===== config.mk =====
export PLATFORM = sky130hd
export DESIGN_NAME = hcbp_ram
export DESIGN_NICKNAME = d
export VERILOG_FILES = /design/src/hw/rtl/hcbp_ram.sv
export SDC_FILE = /design/constraint.sdc
export NUM_CORES = 1
export LEC_CHECK = 0
export BUFFER_PORTS_ARGS = -buffer_cell sky130_fd_sc_hd__buf_2
export CORE_MARGIN = 2
export CORE_UTILIZATION = 50
export CTS_CLUSTER_SIZE = 8
export DETAILED_ROUTE_END_ITERATION = 16
export HOLD_SLACK_MARGIN = 0.12
export PLACE_DENSITY = 0.7
export SYNTH_ARGS = -nofsm -noshare
export SYNTH_HDL_FRONTEND = slang
export SYNTH_SLANG_ARGS = --single-unit

===== constraint.sdc =====
create_clock -name clk -period 1.52 [get_ports clk]
set_input_delay 0.076 -clock clk [delete_from_list [all_inputs] [get_ports clk]]
set_output_delay 0.076 -clock clk [all_outputs]
set_load 0.02 [all_outputs]

===== src/hw/rtl/hcbp_ram.sv =====
// Generic single-port-write, single-port-read RAM with a registered read.
// No dependencies.
module hcbp_ram #(
  parameter int WIDTH = 8,
  parameter int DEPTH = 16
) (
  input  logic                     clk,
  input  logic                     we,
  input  logic [$clog2(DEPTH)-1:0] waddr,
  input  logic [WIDTH-1:0]         wdata,
  input  logic [$clog2(DEPTH)-1:0] raddr,
  output logic [WIDTH-1:0]         rdata
);

  logic [WIDTH-1:0] mem [DEPTH];

  always_ff @(posedge clk) begin
    if (we) begin
      mem[waddr] <= wdata;
    end
    rdata <= mem[raddr];
  end

endmodule


==> flow_metrics.py, run 1 <==
metrics = {
    "timing": {
        "finalCriticalPeriod_ns": 1.37,
        "report.final.setup_viol": 0,
        "report.final.slew_viol_count": 0,
        "hold_violations": 0,
        "fmax_mhz": 731,
        "final_min_period_over_clock_period": 0.900,
        "tightest_slew_ns": 0.397,
        "grt_setup_unrepaired": "no",
        "fin_worst_skew_ns": 0.00834,
        "max-slew-margin-rel": 0.736,
    },
    "cts": {
        "root_buffer_master": "sky130_fd_sc_hd__clkbuf_8",
        "clkTransAtPathRegs_ns": 0.06,
        "cts_setup_buffers": 0,
        "cts_inserted_buffers": 17,
        "clkLatencyLatePin_ns": 0.51,
        "tritoncts_clock_tree": "built",
        "tritoncts_num_sinks": 136,
        "htree_levels": 4,
        "max-clock-path-buffers": 2,
    },
    "worst_setup_path": {
        "worst_path_required_ns": 1.92,
        "rr_endpoint": "rdata[1]",
        "critPathKind": "flip-flop to flip-flop",
        "reg2regPathDepth": 3,
        "worstPathMaxFanout": 1,
        "worst_ep_arrival_time_ns": 1.76,
        "register_to_register_path_setup_slack_ns": 0.15,
        "crit_path_end_kind": "flip-flop",
        "startpoint_types": "flip-flop",
        "r2r-start": "mem[2][1]",
        "crit_end": "rdata[1]",
        "worstSetupStartpoint": "mem[2][1]",
    },
    "yosys": {
        "compound_gate_fraction_of_synth_area": 0.0233,
        "post_synthesis_cell_count": 229,
        "synth_top_family_by_area": "multiplexers",
        "yosysWarnings": 0,
        "synth_simple_gate_area_share": 0.0318,
        "syn-num-nets": 247,
        "ys_ff_latch": 136,
        "synth-xor-area-share": 0,
        "synth.yosys.seq_area_share": 0.778,
        "synthesized_area_fraction_occupied_by_adder_cells": 0,
        "synth_mux_area_frac": 0.150,
        "synth.avg_cell_area_sq_um": 22.5,
        "synth.distinct_cells": 19,
        "synthesis.area_sq_mm": 0.00515,
    },
    "global_route": {
        "first_global_vias": 2516,
        "wire_length_of_the_first_global_routing_pass_um": 14700,
        "grt_start_max_net_pins": 33,
        "gr-total-overflow": 0,
        "global_route.usage.total": 0.188,
        "grt_antenna_before_repair": 0,
    },
    "drt": {
        "dr_total_vias": 2449,
        "dr.pass1.iters": 5,
        "post_drt_via_cell_ratio": 5.54,
        "mean_routed_wirelength_per_cell_um": 21.5,
        "dr.first_iter.drc_count": 181,
        "drtAntennaViolNets": 0,
        "drt_wl_total_um": 9520,
        "count_of_unresolved_drc_violations_after_routing": 0,
    },
    "finish": {
        "syn2layout_area_growth_pct": 21.2,
        "layout.cells.most_common": "sky130_fd_sc_hd__edfxtp_1",
        "layout.nets": 311,
        "final_layout_size_suffix_gt1_frac": 0.317,
        "instances_no_fill": 442,
        "antenna-diode-count": 0,
        "final_cell_mix": "sky130_fd_sc_hd__edfxtp_1 (128), sky130_fd_sc_hd__buf_2 (25), sky130_fd_sc_hd__buf_4 (19), sky130_fd_sc_hd__mux4_2 (18)",
    },
    "place": {
        "cell_total_after_placement": 402,
        "place.detailed.hpwl_um": 5990,
        "globalplace.congestion": 0.759,
        "portBuffers": 25,
    },
    "power": {
        "pwr_dens_mw_per_mm2": 1390,
        "leakagePower_nw": 2.15,
        "total_power_mw": 8.66,
        "vdd_ir_drop_max_mv": 0.790,
    },
    "floorplanning": {
        "io-pin-count": 26,
        "floorplan.core_area_sq_mm": 0.0101,
        "row_count": 37,
        "die_height_um": 105,
        "die-width_um": 105,
        "initial_core_util": 0.508,
        "full_die_area_sq_mm": 0.0111,
    },
    "status": {
        "status": "finished, final reports clean",
    },
    "worst_hold_path": {
        "holdCritPathClass": "input port to flip-flop",
    },
    "job": {
        "maxcap_violations": 0,
    },
}
==> logic make-up (layout without fill, tap and decap cells) <==
| group | after synthesis | after routing |
|---|---|---|
| buf+inv | 10 | 87 |
| simple gates | 35 | 35 |
| mux | 32 | 32 |
| flops | 136 | 136 |
| compound gates | 16 | 16 |
==> sequential cells by signal, indices dropped and copies added, names as in the netlist <==
name	count
rdata	8
mem	128
==> area by class of cell <==
cell class | instances | area, sq um
Clock buffer | 20 | 445
Tap cell | 136 | 170
Clock inverter | 12 | 150
Fill cell | 685 | 3900
Multi-Input combinational cell | 83 | 1060
Sequential cell | 136 | 4000
Timing Repair Buffer | 55 | 408
==> through the flow <==
step / TNS, ns / util / cell area (sq um) / hold WS (ns) / setup slack (ns)
after floorplan: 0 / - / 5150 / 0.175 / 0.178
after global placement: -0.0205 / 0.549 / 5560 / 0.462 / -0.0205
after detailed placement: -0.0400 / 0.549 / 5560 / 0.475 / -0.0400
after CTS: 0 / 0.615 / 6240 / 0.121 / 0.152
after global routing: 0 / 0.615 / 6240 / 0.138 / 0.0270
final: 0 / 0.615 / 6240 / 0.151 / 0.152
==> synth_stat cells (all sizes together) <==
library cell     n  area (sq um)
nor3             4          20.0
mux4            32           773
and2             1          6.26
and2b            1          7.51
buf              7          56.3
or3b             1          8.76
nand3b           2          15.0
nand3            1          5.00
a22oi           16           120
clkdlybuf4s25    3          30.0
nand2            9          33.8
edfxtp         128          3840
nor2            13          48.8
nand2b           2          12.5
dfxtp            8           160
nor2b            1          6.26
==> worst min-delay path by stage <==
| stage | start | end | slack [ns] | cells past startpoint |
|---|---|---|---|---|
| 2_1_floorplan | wdata[0] | mem[0][0] | 0.17 | 0 |
| 3_3_place_gp | wdata[0] | mem[5][0] | 0.46 | 1 |
| 3_5_place_dp | wdata[0] | mem[4][0] | 0.47 | 1 |
| 4_1_cts | waddr[0] | mem[0][0] | 0.12 | 3 |
| 5_1_grt | waddr[1] | mem[0][0] | 0.14 | 3 |
| 6_report | raddr[2] | rdata[1] | 0.15 | 5 |
==> critical path: stages (launching register included) <==
cell and delay, ns:
sky130_fd_sc_hd__edfxtp_1 0.38, sky130_fd_sc_hd__mux4_1 0.50, sky130_fd_sc_hd__a22oi_1 0.30, sky130_fd_sc_hd__nand2_1 0.09
==> where the power goes <==
part	switching, mW	internal [mW]	total (mW)
sequential	0.0284	4.19	4.22
clock	1.43	2.57	4.00
combinational	0.246	0.191	0.437
total	1.70	6.96	8.66
==> repair_timing <==
action,in CTS,in global routing
endpoints found under the setup margin,0,0
hold buffers,8,0
gates resized for setup,0,0
endpoints found under the hold margin,128,0
==> routing by layer <==
layer	global-route usage	up-vias	share of wire
met5	0	-	0
met4	0.0629	0	0.011
met3	0.0526	7	0.066
met2	0.293	86	0.50
met1	0.259	1247	0.43
li1	-	1109	-
(Power assumes the default switching activity.)
==> run 2, diff against run 1 <==
--- a/config.mk
+++ b/config.mk
@@ -12,6 +12,7 @@
 export DETAILED_ROUTE_END_ITERATION = 16
 export HOLD_SLACK_MARGIN = 0.12
 export PLACE_DENSITY = 0.7
+export REMOVE_ABC_BUFFERS = 1
 export SYNTH_ARGS = -nofsm -noshare
 export SYNTH_HDL_FRONTEND = slang
 export SYNTH_SLANG_ARGS = --single-unit
==> run 2 against run 1 <==
Net effect: clock-buffer cell count is 3 lower; combinational power decreased by 2%; worst hold slack got worse by 0.0028 ns; via count decreased by 2.0%; critical path depth grew 2; largest power group unchanged; first-iteration DRC count down 7.7%; cell count unchanged; critical path type is now input port to flip-flop; die area unchanged; fmax fell by 6.2%; design area fell by 0.74%.
==> flow_metrics.py, run 2 (same netlist as run 1, synthesis figures left out) <==
metrics = {
    "place": {
        "portBuffers": 25,
        "globalplace.congestion": 0.752,
        "place.detailed.hpwl_um": 5580,
        "place_area_sq_mm": 0.00554,
    },
    "timing": {
        "report.final.setup_viol": 0,
        "max-slew-margin-rel": 0.450,
        "fmax_mhz": 685,
        "final_min_period_over_clock_period": 0.960,
        "tightest_slew_ns": 0.824,
        "setup-tns-final_ns": 0,
        "fin_worst_skew_ns": 0.00763,
        "hold_violations": 0,
        "finalCriticalPeriod_ns": 1.46,
        "grt_setup_unrepaired": "no",
        "report.final.slew_viol_count": 0,
    },
    "power": {
        "total_power_mw": 8.34,
        "proportion_of_power_drawn_by_combinational_gates": 0.051,
        "internal_power_mw": 6.44,
        "switching_power_mw": 1.90,
        "pwr_dens_mw_per_mm2": 1350,
        "vdd_ir_drop_max_mv": 0.546,
        "pwr-share-clk": 0.443,
        "switching_share": 0.227,
        "leakagePower_nw": 2.12,
        "sequential_cell_fraction_of_total_power": 0.505,
    },
    "cts": {
        "cts_inserted_buffers": 17,
        "clkLatencyLatePin_ns": 0.51,
        "clkTransAtPathRegs_ns": 0.06,
        "root_buffer_master": "sky130_fd_sc_hd__clkbuf_8",
        "tritoncts_num_sinks": 136,
        "tritoncts_clock_tree": "built",
        "htree_levels": 4,
        "cts_setup_buffers": 0,
        "max-clock-path-buffers": 2,
    },
    "status": {
        "status": "finished, final reports clean",
    },
    "global_route": {
        "global_route.usage.met2": 0.291,
        "grt_antenna_before_repair": 0,
        "met1_usage": 0.237,
        "global_route.usage.total": 0.179,
        "grt_start_max_net_pins": 33,
        "gr-max-usage-layer": "met2",
        "wire_length_of_the_first_global_routing_pass_um": 14100,
        "gr-total-overflow": 0,
        "first_global_vias": 2459,
        "groute.layer.met3.usage": 0.0489,
    },
    "drt": {
        "post_drt_via_cell_ratio": 5.43,
        "mean_routed_wirelength_per_cell_um": 20.6,
        "dr.first_iter.drc_count": 167,
        "drt_wl_total_um": 9120,
        "dr.pass1.iters": 5,
        "count_of_unresolved_drc_violations_after_routing": 0,
        "drtAntennaViolNets": 0,
        "dr_total_vias": 2399,
    },
    "worst_setup_path": {
        "r2r-start": "mem[9][2]",
        "worst_ep_arrival_time_ns": 1.67,
        "register_to_register_path_setup_slack_ns": 0.17,
        "rr_endpoint": "rdata[2]",
        "startpoint_types": "input port",
        "worst_path_required_ns": 1.74,
        "crit_path_end_kind": "flip-flop",
        "reg2regPathDepth": 3,
        "critPathKind": "input port to flip-flop",
        "worstPathMaxFanout": 8,
    },
    "finish": {
        "finish.utilization": 0.611,
        "fin_area_sq_mm": 0.00619,
        "largestRegisters": "mem (128), rdata (8)",
        "syn2layout_area_growth_pct": 20.3,
        "largest_register": "mem",
        "layout.nets": 311,
        "largest_register_ff_count": 128,
        "antenna-diode-count": 0,
        "final_layout_size_suffix_gt1_frac": 0.314,
        "layout.cells.most_common": "sky130_fd_sc_hd__edfxtp_1",
        "final_cell_mix": "sky130_fd_sc_hd__edfxtp_1 (128), sky130_fd_sc_hd__buf_2 (25), sky130_fd_sc_hd__mux4_2 (18)",
    },
    "floorplanning": {
        "row_count": 37,
        "floorplan.core_area_sq_mm": 0.0101,
        "io-pin-count": 26,
        "die-width_um": 105,
        "initial_core_util": 0.508,
        "full_die_area_sq_mm": 0.0111,
        "die_height_um": 105,
    },
    "worst_hold_path": {
        "min_from": "raddr[3]",
        "sink_of_the_worst_hold_path": "rdata[2]",
        "holdCritPathClass": "input port to flip-flop",
        "hold_depth": 4,
    },
    "job": {
        "maxcap_violations": 0,
    },
}
run 2: power by group through the flow:
stage / Combinational [mW] / Clock (mW) / Sequential (mW)
5_1_grt: 0.466 / 3.92 / 4.22
6_report: 0.428 / 3.70 / 4.22
2_1_floorplan: 0.168 / 0 / 4.32
4_1_cts: 0.434 / 3.75 / 4.22
3_5_place_dp: 0.412 / 0 / 4.29
3_3_place_gp: 0.407 / 0 / 4.29
run 2: per-layer routing:
metal	routed length [um]	part of all wire	vias to the layer above
met4	68	0.0075	0
met3	445	0.049	7
met5	0	0	-
li1	-	-	1102
met1	3980	0.44	1221
met2	4620	0.51	69
run 2: cell type report:
cell class                      count  area (sq um)
Sequential cell                   136          4000
Tap cell                          136           170
Clock inverter                     15           131
Fill cell                         689          3950
Clock buffer                       17           414
Multi-Input combinational cell     83          1060
Timing Repair Buffer               55           417
run 2: worst max-delay path by stage:
stage                        start         to
after global routing      waddr[0]  mem[0][6]
final                     waddr[0]  mem[0][6]
after CTS                 waddr[0]  mem[0][6]
after floorplan           waddr[2]  mem[0][0]
after global placement    raddr[0]   rdata[5]
after detailed placement  raddr[0]   rdata[5]
run 2: stage by stage:
step / instances / setup slack, ns / hold WS [ns]
after detailed placement: 400 / 0.00240 / 0.472
after global placement: 400 / -0.00267 / 0.464
after CTS: 442 / 0.0776 / 0.123
after global routing: 442 / 0.0178 / 0.151
final: 442 / 0.0609 / 0.148
after floorplan: 219 / -0.0489 / 0.175
run 2: worst max-delay path: stages:
cell                            delay [ns]
sky130_fd_sc_hd__dlygate4sd3_1        0.53
sky130_fd_sc_hd__buf_2                0.16
sky130_fd_sc_hd__nor3_1               0.15
sky130_fd_sc_hd__dlygate4sd3_1        0.59
sky130_fd_sc_hd__buf_6                0.16
run 2: repair_timing:
item                                   CTS  global route
gates resized for setup                  0             1
hold buffers                            10             0
endpoints found under the hold margin  138             0
setup endpoints to repair                0             6
==> run 3, diff against run 2 <==
--- a/config.mk
+++ b/config.mk
@@ -11,8 +11,11 @@
 export CTS_CLUSTER_SIZE = 8
 export DETAILED_ROUTE_END_ITERATION = 16
 export HOLD_SLACK_MARGIN = 0.12
+export MAX_ROUTING_LAYER = met4
 export PLACE_DENSITY = 0.7
 export REMOVE_ABC_BUFFERS = 1
+export SKIP_CTS_REPAIR_TIMING = 1
+export SLEW_MARGIN = 20
 export SYNTH_ARGS = -nofsm -noshare
 export SYNTH_HDL_FRONTEND = slang
 export SYNTH_SLANG_ARGS = --single-unit
==> run 3 against run 2 <==
Net effect: via count hardly changed; critical path type is now flip-flop to flip-flop; power hardly changed; first-iteration DRC count is 17% higher; sequential power hardly changed; clock power hardly changed; largest cell class unchanged; global-route usage is 0.42 points higher.
==> flow_metrics.py, run 3 (same netlist as run 1, synthesis figures left out) <==
metrics = {
    "status": {
        "status": "finished, final reports clean",
    },
    "timing": {
        "final_min_period_over_clock_period": 0.890,
        "report.final.setup_viol": 0,
        "timing.final.ws_setup_ns": 0.167,
        "hold_violations": 0,
        "grt_setup_unrepaired": "no",
        "max-slew-margin-rel": 0.474,
        "report.final.slew_viol_count": 0,
        "fmax_mhz": 739,
        "tightest_slew_ns": 0.788,
        "fin_worst_skew_ns": 0.00684,
        "setup-tns-final_ns": 0,
        "finalCriticalPeriod_ns": 1.35,
    },
    "cts": {
        "htree_levels": 4,
        "clkLatencyLatePin_ns": 0.51,
        "root_buffer_master": "sky130_fd_sc_hd__clkbuf_8",
        "max-clock-path-buffers": 2,
        "clkTransAtPathRegs_ns": 0.07,
        "tritoncts_num_sinks": 136,
        "tritoncts_clock_tree": "built",
        "cts_inserted_buffers": 17,
    },
    "finish": {
        "largest_register_ff_count": 128,
        "fillCellCount": 688,
        "layout.nets": 309,
        "final_cell_mix": "sky130_fd_sc_hd__edfxtp_1 (128), sky130_fd_sc_hd__buf_2 (25), sky130_fd_sc_hd__mux4_2 (18), sky130_fd_sc_hd__buf_4 (17)",
        "layout.cells.most_common": "sky130_fd_sc_hd__edfxtp_1",
        "syn2layout_area_growth_pct": 19.9,
        "instances_no_fill": 440,
        "largest_register": "mem",
        "finish.utilization": 0.609,
        "largestRegisters": "mem (128), rdata (8)",
        "final_layout_size_suffix_gt1_frac": 0.316,
        "antenna-diode-count": 0,
    },
    "power": {
        "total_power_mw": 8.34,
        "vdd_ir_drop_max_mv": 0.549,
        "leakagePower_nw": 2.10,
        "pwr_dens_mw_per_mm2": 1350,
    },
    "global_route": {
        "gr-total-overflow": 0,
        "grt_start_max_net_pins": 33,
        "wire_length_of_the_first_global_routing_pass_um": 14000,
        "grt_antenna_before_repair": 0,
        "global_route.usage.total": 0.183,
        "first_global_vias": 2428,
    },
    "drt": {
        "dr_total_vias": 2400,
        "post_drt_via_cell_ratio": 5.45,
        "count_of_unresolved_drc_violations_after_routing": 0,
        "dr.pass1.iters": 4,
        "drt_wl_total_um": 9080,
        "mean_routed_wirelength_per_cell_um": 20.6,
        "drtAntennaViolNets": 0,
        "dr.first_iter.drc_count": 195,
    },
    "worst_hold_path": {
        "holdCritPathClass": "input port to flip-flop",
    },
    "floorplanning": {
        "initial_core_util": 0.508,
        "io-pin-count": 26,
        "row_count": 37,
        "die_height_um": 105,
        "die-width_um": 105,
        "floorplan.core_area_sq_mm": 0.0101,
        "full_die_area_sq_mm": 0.0111,
    },
    "worst_setup_path": {
        "crit_path_top_delay_cell": "sky130_fd_sc_hd__mux4_1",
        "worstPathMaxFanout": 1,
        "register_to_register_path_setup_slack_ns": 0.17,
        "crit_end": "rdata[2]",
        "worstSetupStartpoint": "mem[9][2]",
        "r2r-start": "mem[9][2]",
        "timing.critical_path.slowest_cell_delay_ns": 0.53,
        "reg2regPathDepth": 3,
        "crit_path_end_kind": "flip-flop",
        "crit_path_cell_trace": "mux4_1 -> a22oi_1 -> nand2_1",
        "critPathKind": "flip-flop to flip-flop",
        "worst_ep_arrival_time_ns": 1.74,
        "startpoint_types": "flip-flop",
        "worst_path_required_ns": 1.91,
        "rr_endpoint": "rdata[2]",
    },
    "place": {
        "place.detailed.hpwl_um": 5580,
        "cell_total_after_placement": 400,
        "globalplace.congestion": 0.761,
        "worst_setup_timing_slack_at_the_placement_stage_ns": 0.00240,
        "portBuffers": 25,
    },
    "job": {
        "maxcap_violations": 0,
    },
}
[run 3: changes by cell type in the layout (fill, tap and decap cells not counted), sizes merged]
cell	previous run	this run
dlygate4sd3	10	8
[run 3: worst min-delay path by stage]
stage | startpoint | to | slack (ns) | cells past startpoint
4_1_cts | wdata[5] | mem[9][5] | -0.07 | 1
2_1_floorplan | wdata[0] | mem[0][0] | 0.17 | 0
3_5_place_dp | wdata[5] | mem[9][5] | 0.47 | 1
3_3_place_gp | wdata[3] | mem[5][3] | 0.46 | 1
5_1_grt | waddr[0] | mem[0][5] | 0.13 | 3
6_report | waddr[0] | mem[0][5] | 0.12 | 3
[run 3: power breakdown]
part	internal, mW	switching (mW)	leakage [nW]	total (mW)
Sequential	4.19	0.0247	1.22	4.22
Combinational	0.188	0.237	0.623	0.425
Clock	2.06	1.64	0.257	3.70
Total	6.44	1.90	2.10	8.34
[run 3: worst max-delay path: cells and delay by family (launching register included)]
family / cells / cell delay, ns
mux: 1 / 0.53
simple gates: 1 / 0.09
compound gates: 1 / 0.26
flops: 1 / 0.37
[run 3: metal layers]
layer,routed length [um],global-route usage
met5,0,-
met4,85,0.0524
met3,287,0.0526
met2,4610,0.290
met1,4100,0.234
[run 3: cell type report]
cell class	instances	area (sq um)	area share
flip-flops and latches	136	4000	0.649
multi-input cells	83	1060	0.171
clock buffers	17	414	0.0671
repair buffers	53	393	0.0637
well taps	136	170	0.0276
clock inverters	15	131	0.0213
[run 3: through the flow]
step	area, sq um	hold slack [ns]
after floorplan	5060	0.175
after detailed placement	5540	0.472
final	6170	0.125
after CTS	6090	-0.0705
after global placement	5540	0.464
after global routing	6170	0.128
