File: src/hw/rtl/hcbp_pkg.sv
// Shared constants, types and action codes of the prefix-code bit packer.
// No dependencies.
package hcbp_pkg;

  localparam int MAX_CODE_LEN = 32;
  localparam int SYMBOL_COUNT = 256;

  // Fixed field widths of the input and output beats.
  localparam int ACTION_W = 2;
  localparam int SYMBOL_W = 8;
  localparam int CODE_IN_W = 32;
  localparam int LEN_W = 6;
  localparam int BYTE_W = 8;

  localparam int SYM_W = (SYMBOL_COUNT > 1) ? $clog2(SYMBOL_COUNT) : 1;
  localparam int ENTRY_W = MAX_CODE_LEN + LEN_W;

  // Seven pending bits plus the longest code.
  localparam int ACC_W = MAX_CODE_LEN + 7;
  localparam int WORD_W = ((ACC_W + 7) / 8) * 8;
  localparam int TOT_W = $clog2(WORD_W + 1);
  localparam int MAX_BYTES = (MAX_CODE_LEN + 7) / 8;
  localparam int NB_W = $clog2(MAX_BYTES + 1);
  localparam int IDX_W = (MAX_BYTES > 1) ? $clog2(MAX_BYTES) : 1;

  localparam int FIFO_DEPTH = 4;
  localparam int PTR_W = $clog2(FIFO_DEPTH);
  localparam int CNT_W = $clog2(FIFO_DEPTH + 1);

  typedef enum logic [ACTION_W-1:0] {
    ACT_LOAD   = 2'd0,
    ACT_ENCODE = 2'd1,
    ACT_FLUSH  = 2'd2
  } action_t;

  // One packed group of output bytes, first byte in the top bits of word.
  typedef struct packed {
    logic              valid;
    logic [WORD_W-1:0] word;
    logic [NB_W-1:0]   nbytes;
    logic              last;
  } push_t;

endpackage

File: src/hw/rtl/hcbp_out_if.sv
// Output channel of the prefix-code bit packer: handshake and byte payload.
// No dependencies.
interface hcbp_out_if;
  logic       valid;
  logic       ready;
  logic [7:0] out_byte;
  logic       last;

  modport source (output valid, out_byte, last, input ready);
  modport sink (input valid, out_byte, last, output ready);
endinterface

File: src/hw/rtl/hcbp_out_fifo.sv
// Output queue of byte groups and the serializer that sends them one byte per beat.
// Depends on hcbp_pkg and hcbp_out_if.
module hcbp_out_fifo (
  input  logic                       clk,
  input  logic                       rst,
  input  hcbp_pkg::push_t            push,
  output logic [hcbp_pkg::CNT_W-1:0] level,
  hcbp_out_if.source                 rsp
);
  import hcbp_pkg::*;

  push_t             slots [FIFO_DEPTH];
  logic [PTR_W-1:0]  wr_ptr;
  logic [PTR_W-1:0]  rd_ptr;
  logic [CNT_W-1:0]  count;
  logic [IDX_W-1:0]  idx;
  push_t             head;
  logic [WORD_W-1:0] shifted;
  logic              beat;
  logic              head_done;

  assign head      = slots[rd_ptr];
  assign shifted   = head.word << {idx, 3'b000};
  assign beat      = rsp.valid && rsp.ready;
  assign head_done = (NB_W'(idx) + NB_W'(1) == head.nbytes);

  assign rsp.valid    = (count != '0);
  assign rsp.out_byte = shifted[WORD_W-1 -: BYTE_W];
  assign rsp.last     = head.last && head_done;
  assign level        = count;

  always_ff @(posedge clk) begin
    if (push.valid) begin
      slots[wr_ptr] <= push;
    end
  end

  always_ff @(posedge clk) begin
    if (rst) begin
      wr_ptr <= '0;
      rd_ptr <= '0;
      count  <= '0;
      idx    <= '0;
    end else begin
      if (push.valid) begin
        wr_ptr <= wr_ptr + PTR_W'(1);
      end
      if (beat) begin
        if (head_done) begin
          idx    <= '0;
          rd_ptr <= rd_ptr + PTR_W'(1);
        end else begin
          idx <= idx + IDX_W'(1);
        end
      end
      count <= count + CNT_W'(push.valid) - CNT_W'(beat && head_done);
    end
  end

endmodule

File: src/flat_wrapper.sv
// flat-port wrapper written by rule: the top's interface ports become plain ports
module hcbp_out_fifo_flat import hcbp_pkg::*;
  (clk, rst, push, level, rsp_valid, rsp_out_byte, rsp_last, rsp_ready);
  hcbp_out_if rsp_i ();
  input  logic clk;
  input  logic rst;
  input  hcbp_pkg::push_t push;
  output logic [hcbp_pkg::CNT_W-1:0] level;
  output wire logic [$bits(rsp_i.valid)-1:0] rsp_valid;
  output wire logic [$bits(rsp_i.out_byte)-1:0] rsp_out_byte;
  output wire logic [$bits(rsp_i.last)-1:0] rsp_last;
  input wire logic [$bits(rsp_i.ready)-1:0] rsp_ready;
  assign rsp_valid = rsp_i.valid;
  assign rsp_out_byte = rsp_i.out_byte;
  assign rsp_last = rsp_i.last;
  assign rsp_i.ready = rsp_ready;
  hcbp_out_fifo u_core (.clk(clk), .rst(rst), .push(push), .level(level), .rsp(rsp_i));
endmodule
File: config.mk
export PLATFORM = sky130hd
export DESIGN_NAME = hcbp_out_fifo_flat
export DESIGN_NICKNAME = d
export VERILOG_FILES = /design/src/hw/rtl/hcbp_pkg.sv /design/src/hw/rtl/hcbp_out_if.sv /design/src/hw/rtl/hcbp_out_fifo.sv /design/src/flat_wrapper.sv
export SDC_FILE = /design/constraint.sdc
export NUM_CORES = 1
export LEC_CHECK = 0
export BUFFER_PORTS_ARGS = -buffer_cell sky130_fd_sc_hd__buf_2
export CAP_MARGIN = 5
export CORE_UTILIZATION = 63
export CTS_CLUSTER_DIAMETER = 40
export CTS_CLUSTER_SIZE = 8
export DETAILED_ROUTE_END_ITERATION = 7
export MAX_ROUTING_LAYER = met4
export PLACE_DENSITY = 0.95
export SETUP_SLACK_MARGIN = 0.1
export SYNTH_ARGS = -nofsm -noshare
export SYNTH_HDL_FRONTEND = slang
export SYNTH_SLANG_ARGS = --single-unit
File: constraint.sdc
create_clock -name clk -period 5.55 [get_ports clk]
set_input_delay 1.3875 -clock clk [delete_from_list [all_inputs] [get_ports clk]]
set_output_delay 1.3875 -clock clk [all_outputs]
set_load 0.01 [all_outputs]
==> results of run 1 <==
[registers in the layout, summed over array words and instances, names as in the netlist, named ones only]
register,count
u_core.rd_ptr,2
u_core.idx,2
u_core.level,3
u_core.wr_ptr,2
u_core.slots,144
[cells in the final DEF (no fill, tap or decap), types with 2 or more instances in the layout]
| master | Yosys | final |
|---|---|---|
| edfxtp_1 | 144 | 144 |
| buf_2 | 4 | 52 |
| mux4_2 | 41 | 41 |
| clkbuf_16 | 0 | 16 |
| dfxtp_1 | 11 | 10 |
| nor2_1 | 7 | 7 |
| ha_1 | 7 | 7 |
| mux2i_1 | 6 | 6 |
| inv_1 | 6 | 6 |
| bufinv_16 | 0 | 5 |
| nor2b_1 | 4 | 4 |
| and2_2 | 0 | 4 |
| mux2_2 | 3 | 3 |
| xnor2_1 | 3 | 3 |
| inv_6 | 0 | 3 |
| or3_1 | 2 | 2 |
| nand2_1 | 2 | 2 |
| mux2_1 | 2 | 2 |
| nand3b_1 | 2 | 2 |
| clkinvlp_4 | 0 | 2 |
| clkinv_4 | 0 | 2 |
| clkinv_2 | 0 | 2 |
| buf_4 | 0 | 2 |
[power groups by stage]
stage / Combinational, uW / Sequential (uW) / Clock (uW)
finish: 357 / 1390 / 1230
global route: 382 / 1400 / 1280
CTS: 360 / 1390 / 1240
detailed placement: 347 / 1410 / 0
global placement: 329 / 1400 / 0
floorplan: 253 / 1390 / 0
[metrics by stage]
stage,setup WS (ns),power [uW],util [%],std cells,instance area [um^2]
after floorplan,2.29,1640,-,270,6070
after global placement,1.61,1730,69.5,442,6450
after detailed placement,1.50,1760,69.5,442,6450
after CTS,0.847,2990,76.3,473,7080
after global routing,0.757,3060,76.3,473,7080
final,0.834,2980,76.3,473,7080
[critical path: cells and delay by family (launching register included)]
family	cells	cell delay [ns]
DFF	1	0.80
and+or+nand+nor	3	0.78
adders and majority gates	1	0.43
AOI/OAI and AO/OA	1	0.34
muxes	1	0.32
buffers and inverters	1	0.13
[layout make-up]
| type | count | area, um^2 |
|---|---|---|
| tap | 129 | 161 |
| sequential | 155 | 4550 |
| inverter | 7 | 26.3 |
| clock inverter | 14 | 219 |
| multi-input combinational | 97 | 1440 |
| timing repair buffer | 54 | 275 |
| fill | 516 | 2200 |
| clock buffer | 17 | 414 |
[kinds of logic after synthesis]
kind of cell	after synthesis	share of synthesized area, %
xor gates and xnor gates	4	0.578
muxes	54	17.8
AOI/OAI and AO/OA	4	0.742
adders and majority gates	8	1.77
DFF	155	74.9
and+or+nand+nor	27	2.74
buffers and inverters	18	1.44
[layer usage]
metal | vias up | wire, um | track usage, %
li1 | 1245 | - | -
met1 | 1488 | 4500 | 33.3
met2 | 151 | 6170 | 41.6
met3 | 25 | 864 | 7.80
met4 | 0 | 336 | 12.0
met5 | - | 0 | -
[how the worst max path moves through the flow]
stage                      endpoint                        from  cells past startpoint
finish                     rsp_last  u_core.idx[1]$_SDFFE_PP0N_                      7
global route               rsp_last  u_core.idx[1]$_SDFFE_PP0N_                      7
CTS                        rsp_last  u_core.idx[1]$_SDFFE_PP0N_                      7
detailed placement         rsp_last  u_core.idx[1]$_SDFFE_PP0N_                      7
global placement           rsp_last  u_core.idx[1]$_SDFFE_PP0N_                      7
floorplan           rsp_out_byte[0]                        flop                      5
==> impl_metrics.yaml, run 1 <==
outcome:
  status: "completed"
run:
  drv_cap: 0
route:
  vias_per_cell: 6.15
  drc: 0
  antenna_left: 0
  wl_per_cell_um: 25.1
  num_vias: 2909
  dr.pass1.iters: 4
  detail_route.iter0.violations: 218
  totalWireLength_um: 11900
critical_path:
  required_ns: 4.16
  r2r_cells: 13
  critPathMaxFanout: 10
  cp-end-kind: "output port"
  reg2reg_from: "u_core.idx[1]$_SDFFE_PP0N_"
  critPathSlowestCell: "dfxtp_1"
  crit_type: "flop to output port"
  arrival_ns: 3.33
  cp-start-kind: "flop"
  r2r_slack_ns: 1.70
  worstPathCellList: "ha_1 > nand2b_1 > mux2_4 > o221a_2 > nor3b_1 > and2_1 > buf_2"
  r2r_end: "u_core.level[2]$_SDFF_PP0_"
  cpPeakStageDelay_ns: 0.80
global_route:
  antenna_found_initial: 0
  gr-total-overflow: 0
  grt_pass1_wl_um: 17600
  grt_max_degree: 37
  gr-usage-all-layers_pct: 26.8
  grt_pass1_vias: 3061
pwr:
  seq_power_share_pct: 46.7
  power_switching_uw: 683
  p_leak_uw: 0.00238
  clkPwrFrac_pct: 41.4
  cellPowerDensity_nw_per_um2: 421
  ir_drop_mv: 0.283
  pwr-share-comb_pct: 12.0
  p_sw_share_pct: 22.9
  p_int_uw: 2300
finish:
  antenna_cells: 0
  nNetsFinal: 388
  area_delta_synth_final_pct: 16.7
  drive_above_1_share_pct: 40.4
logic_synthesis:
  ys_seq_area_share_pct: 74.9
  netlist_area_um2: 6070
  synthesis.nets: 326
  yosys-top-cells-count: "144 x edfxtp_1, 41 x mux4_2, 11 x dfxtp_1"
  netlist_top_cells_area: "edfxtp_1 71%, mux4_2 15%, dfxtp_1 3.6%"
  async_flop_share_pct: 0
  synth-seq-cells: 155
  synth.avg_cell_area_um2: 22.5
  synth_top_cell_by_area: "edfxtp_1"
  yosysTopAreaCellShare_pct: 71.3
  synth_edf_count: 144
  synth_cells: 270
  yosys_most_used_dff: "edfxtp_1"
  yosysMostFrequentCell: "edfxtp_1"
  synth-warning-count: 0
  post_synth_num_cell_types: 33
placement:
  gp_congestion: 0.710
  dp_hpwl_um: 6410
  port_buffers: 52
clock_tree:
  clk_latency_ns: 0.53
  htreeDepth: 4
  clkTransAtPathRegs_ns: 0.06
  clock-sinks: 155
  cts_resized: 0
  cts_root_buf: "clkbuf_8"
  postCtsSetupBuffers: 0
  cts_buffers: 17
  cts_tree: "done"
  cts_hold_buf: 0
  clockBufferDepth: 2
die:
  rows: 35
  die_w_um: 100
  die_h_um: 100
  ios: 61
  start_util_pct: 65.4
  core_um2: 9280
  die_area_um2: 10000
timing:
  drv_slew: 0
  worst_pin_slew_ns: 1.12
  period_share_pct: 85.0
  slew-limit-headroom_pct: 25.3
  whs_ns: 0.570
  finalHoldViolations: 0
  rsz0062_at_grt: "false"
  timing.fmax_ghz: 0.212
  setup_tns_ns: 0
  period_minus_slack_ns: 4.72
  setup_viol: 0
  skew_ns: 0.00871
min_path:
  worstHoldPathCells: 2
  hp-class: "flop to flop"
  min_from: "u_core.rd_ptr[1]$_SDFFE_PP0P_"
Power figures use the tool's default switching activity.
==> run 2: changes to the inputs <==
- CORE_UTILIZATION: 63 -> 53
- PLACE_DENSITY: 0.95 -> 0.88
- clock period: 5.55 -> 4.3 ns (I/O delays scaled with it)
==> run 2 against run 1 <==
Against the previous run:
- routed wire length down 6.2%
- critical path type unchanged
- via count is 2.6% lower
- worst setup slack got worse by 0.45 ns
- highest routed layer unchanged
- count of clock-buffer cells in the layout increased by 3
- global-route usage decreased by 5.4 points
- sequential cell count is the same
- first-iteration DRC count shrank 33%
- largest cell class unchanged
==> impl_metrics.yaml, run 2 (synthesis gave the netlist of run 1 again) <==
run:
  drv_cap: 0
timing:
  worst_pin_slew_ns: 1.01
  setup_tns_ns: 0
  period_minus_slack_ns: 3.92
  timing.fmax_ghz: 0.255
  period_share_pct: 91.1
  slew-limit-headroom_pct: 32.7
  drv_slew: 0
  finalHoldViolations: 0
  setup_viol: 0
  skew_ns: 0.00673
  rsz0062_at_grt: "false"
critical_path:
  cp-start-kind: "flop"
  arrival_ns: 2.84
  critical_path.top_delay_family: "multiplexers"
  r2r_slack_ns: 0.86
  worstPathCellList: "mux2i_1 > mux2_4 > o221a_2 > nor3b_1 > and2_1 > buf_2"
  cp-end-kind: "output port"
  critPathMaxFanout: 17
  crit_buf_inv: 1
  cpPeakStageDelay_ns: 0.69
  critPathSlowestCell: "dfxtp_2"
  required_ns: 3.22
  crit_type: "flop to output port"
global_route:
  grt_max_degree: 37
  grt_pass1_wl_um: 17000
  gr-total-overflow: 0
  gr-usage-all-layers_pct: 21.4
  grt_pass1_vias: 3044
  antenna_found_initial: 1
finish:
  largest_register_ffs: 144
  final_core_util_pct: 64.4
  instances_no_fill: 489
  seq_area_um2: 4550
  area_delta_synth_final_pct: 16.5
  largest_register: "u_core.slots"
  fill_cells: 688
  multiInputGateArea_um2: 1440
  mostFrequentLayoutCells: "144 x edfxtp_1, 52 x buf_2, 41 x mux4_2"
  layout.cells.most_common: "edfxtp_1"
  drive_above_1_share_pct: 40.1
  nNetsFinal: 390
clock_tree:
  clockBufferDepth: 2
  clkTransAtPathRegs_ns: 0.06
  postCtsSetupBuffers: 0
  cts_root_buf: "clkbuf_16"
  clock-sinks: 155
  cts_tree: "done"
  cts_hold_buf: 0
  htreeDepth: 4
  cts_buffers: 17
  clk_latency_ns: 0.41
  cts_resized: 0
pwr:
  ir_drop_mv: 0.267
  p_leak_uw: 0.00237
  cellPowerDensity_nw_per_um2: 525
  power_uw: 3710
die:
  ios: 61
  rows: 38
  die_area_um2: 11900
  start_util_pct: 55.2
  core_um2: 11000
  die_w_um: 109
  die_h_um: 109
placement:
  dp_hpwl_um: 6430
  port_buffers: 52
  dp.cells: 455
  gp_congestion: 0.698
route:
  antenna_left: 0
  dr.pass1.iters: 4
  detail_route.iter0.violations: 145
  vias_per_cell: 5.79
  wl_per_cell_um: 22.8
  drc: 0
  num_vias: 2833
  totalWireLength_um: 11100
outcome:
  status: "completed"
min_path:
  hp-class: "flop to flop"
## run 2: changes by cell type in the layout (fill, tap and decap cells not counted), moves of 2 or more
cell / before / now
bufinv_16: 5 / 3
inv_6: 3 / 0
buf_4: 2 / 4
diode_2: 0 / 2
clkbuf_1: 0 / 3
## run 2: final cells by class
type                            count  share of cell area, %
Sequential cell                   155                   64.3
Multi-Input combinational cell     97                   20.4
Clock buffer                       20                   6.18
Timing Repair Buffer               56                   4.11
Tap cell                          140                   2.48
Clock inverter                     12                   2.11
Inverter                            7                  0.372
Antenna cell                        2                 0.0708
## run 2: report_power, final
| part | switching [uW] | internal, uW | total [uW] |
|---|---|---|---|
| combinational | 235 | 227 | 462 |
| sequential | 46.0 | 1740 | 1780 |
| clock | 560 | 909 | 1470 |
| total | 841 | 2870 | 3710 |
## run 2: final timing paths
path / cells after the start / endpoint / startpoint
setup / recovery: 6 / rsp_last / flop
hold / removal: 2 / u_core.rd_ptr[1]$_SDFFE_PP0P_ / u_core.rd_ptr[1]$_SDFFE_PP0P_
setup reg to reg: 12 / u_core.level[2]$_SDFF_PP0_ / flop
hold reg to reg: 2 / u_core.rd_ptr[1]$_SDFFE_PP0P_ / u_core.rd_ptr[1]$_SDFFE_PP0P_
## run 2: per-layer routing
metal / global-route usage [%] / vias up / wire length, um
met5: - / - / 0
li1: - / 1247 / -
met2: 37.4 / 90 / 6220
met1: 24.1 / 1481 / 4270
met4: 7.92 / 0 / 182
met3: 4.66 / 15 / 457
## run 2: per-stage QoR
| stage | setup WS (ns) | instance area, um^2 | hold WS [ns] |
|---|---|---|---|
| 2_1_floorplan | 1.32 | 6070 | 0.514 |
| 3_3_place_gp | 0.890 | 6480 | 0.528 |
| 6_report | 0.385 | 7070 | 0.567 |
| 3_5_place_dp | 0.843 | 6480 | 0.561 |
| 5_1_grt | 0.164 | 7070 | 0.614 |
| 4_1_cts | 0.296 | 7060 | 0.576 |
## run 2: worst min-delay path, delay by kind of cell, from the launching register on
family | cells | cell delay [ns]
flops | 1 | 0.30
simple gates | 1 | 0.08
mux | 1 | 0.15
==> run 3: changes to the inputs <==
- CELL_PAD_IN_SITES_DETAIL_PLACEMENT: default -> 1
- CELL_PAD_IN_SITES_GLOBAL_PLACEMENT: default -> 1
- CORE_UTILIZATION: 53 -> 46
- PLACE_DENSITY: 0.88 -> 0.87
==> run 3 against run 2 <==
Against the previous run:
- global-route usage down 2.2 points
- clock power about the same
- combinational power up 1%
- fmax up 0.50%
- final area up 0.67%
- sequential share of layout area down 0.45 points
- non-clock buffer count unchanged
- highest routed layer unchanged
==> impl_metrics.yaml, run 3 (synthesis gave the netlist of run 1 again) <==
outcome:
  status: "completed"
critical_path:
  worstPathCellList: "buf_4 > ha_1 > nand2b_1 > mux2_4 > o221a_2 > nor3b_1 > and2_1 > buf_2"
  crit_buf_inv: 2
  r2r_end: "u_core.level[2]$_SDFF_PP0_"
  cpPeakStageDelay_ns: 0.42
  reg2reg_from: "u_core.idx[1]$_SDFFE_PP0N_"
  required_ns: 3.22
  crit_path_end: "rsp_last"
  cp-end-kind: "output port"
  cp-startpoint: "u_core.idx[1]$_SDFFE_PP0N_"
  r2r_slack_ns: 0.96
  r2r_cells: 14
  critPathSlowestCell: "nor3b_1"
  critical_path.top_delay_family: "simple AND/OR/NAND/NOR gates"
  cp.depth: 8
  critPathMaxFanout: 10
  crit_type: "flop to output port"
  cp-start-kind: "flop"
  arrival_ns: 2.82
clock_tree:
  htreeDepth: 4
  clockBufferDepth: 2
  cts_hold_buf: 0
  cts_root_buf: "clkbuf_16"
  clk_latency_ns: 0.42
  clkTransAtPathRegs_ns: 0.06
  cts_buffers: 17
  postCtsSetupBuffers: 0
  cts_resized: 0
  cts_tree: "done"
  clock-sinks: 155
finish:
  fill_cells: 1140
  nNetsFinal: 390
  drive_above_1_share_pct: 40.3
  largest_register: "u_core.slots"
  mostFrequentLayoutCells: "144 x edfxtp_1, 52 x buf_2, 41 x mux4_2"
  layout.cells.most_common: "edfxtp_1"
  largest_register_ffs: 144
  area_delta_synth_final_pct: 17.3
pwr:
  ir_drop_mv: 0.247
  p_leak_uw: 0.00238
  power_uw: 3730
  cellPowerDensity_nw_per_um2: 525
global_route:
  gr-usage-all-layers_pct: 19.2
  gr-total-overflow: 0
  antenna_found_initial: 1
  grt_max_degree: 37
  grt_pass1_vias: 3001
  grt_pass1_wl_um: 17000
die:
  core_um2: 12700
  die_w_um: 117
  start_util_pct: 47.7
  die_h_um: 117
  ios: 61
  rows: 41
  die_area_um2: 13700
run:
  drv_cap: 0
placement:
  gp_congestion: 0.714
  port_buffers: 52
  dp_hpwl_um: 6870
timing:
  period_minus_slack_ns: 3.90
  slew-limit-headroom_pct: 31.2
  setup_viol: 0
  worst_pin_slew_ns: 1.03
  rsz0062_at_grt: "false"
  period_share_pct: 90.6
  finalHoldViolations: 0
  timing.fmax_ghz: 0.257
  setup_tns_ns: 0
  drv_slew: 0
  skew_ns: 0.00916
route:
  detail_route.iter0.violations: 103
  wl_per_cell_um: 21.9
  drc: 0
  antenna_left: 0
  vias_per_cell: 5.40
  dr.pass1.iters: 4
  num_vias: 2810
  totalWireLength_um: 11400
min_path:
  hp-class: "flop to flop"
run 3: per-layer routing:
metal / share of wire, % / vias to the layer above / routed length, um / track usage, %
li1: - / 1250 / - / -
met3: 4.2 / 17 / 473 / 5.25
met1: 41 / 1478 / 4660 / 21.4
met4: 1.8 / 0 / 203 / 8.69
met2: 53 / 65 / 6050 / 32.3
met5: 0 / - / 0 / -
run 3: worst min-delay path by stage:
stage | startpoint | to | slack, ns | cells after the start
after floorplan | u_core.wr_ptr[1]$_SDFFE_PP0P_ | u_core.wr_ptr[1]$_SDFFE_PP0P_ | 0.51 | 2
after global placement | u_core.wr_ptr[1]$_SDFFE_PP0P_ | u_core.wr_ptr[1]$_SDFFE_PP0P_ | 0.53 | 2
after detailed placement | u_core.rd_ptr[1]$_SDFFE_PP0P_ | flop | 0.56 | 2
after CTS | u_core.rd_ptr[1]$_SDFFE_PP0P_ | flop | 0.58 | 2
after global routing | u_core.idx[0]$_SDFFE_PP0N_ | u_core.idx[0]$_SDFFE_PP0N_ | 0.62 | 2
final | u_core.rd_ptr[1]$_SDFFE_PP0P_ | flop | 0.57 | 2
run 3: power by group:
part	total (uW)	switching, uW	internal (uW)	leakage [uW]
Clock	1500	571	924	0.000286
Sequential	1770	35.6	1740	0.00141
Combinational	467	241	227	0.000677
run 3: area by class of cell:
class                      instances  area (um^2)  share of cell area [%]
antenna                            1         2.50                  0.0352
clock buffer                      20          447                    6.28
clock inverter                    12          150                    2.11
inverter                           7         26.3                   0.369
multi-input combinational         97         1440                    20.2
sequential                       155         4550                    63.9
tap                              172          215                    3.02
timing repair buffer              56          290                    4.08
run 3: worst register-to-register path, stage by stage, from the launching register on:
cell and delay, ns:
dfxtp_1 0.31, buf_4 0.24, ha_1 0.32, nand2b_1 0.16, mux2_4 0.29, o221a_4 0.30, nor4b_4 0.33, ha_1 0.29
inv_1 0.06, ha_1 0.13, inv_1 0.05, fa_1 0.37, xor2_1 0.17, xnor2_1 0.14, nor2_1 0.06
run 3: metrics by stage:
step                setup slack [ns]  hold WS [ns]  std cells  cell area, um^2  utilization (%)
floorplan                       1.32         0.514        270             6070                -
global placement               0.885         0.530        487             6520             51.2
detailed placement             0.849         0.562        487             6520             51.2
CTS                            0.377         0.578        519             7110             55.9
global route                   0.284         0.620        520             7120             55.9
finish                         0.404         0.570        520             7120             55.9
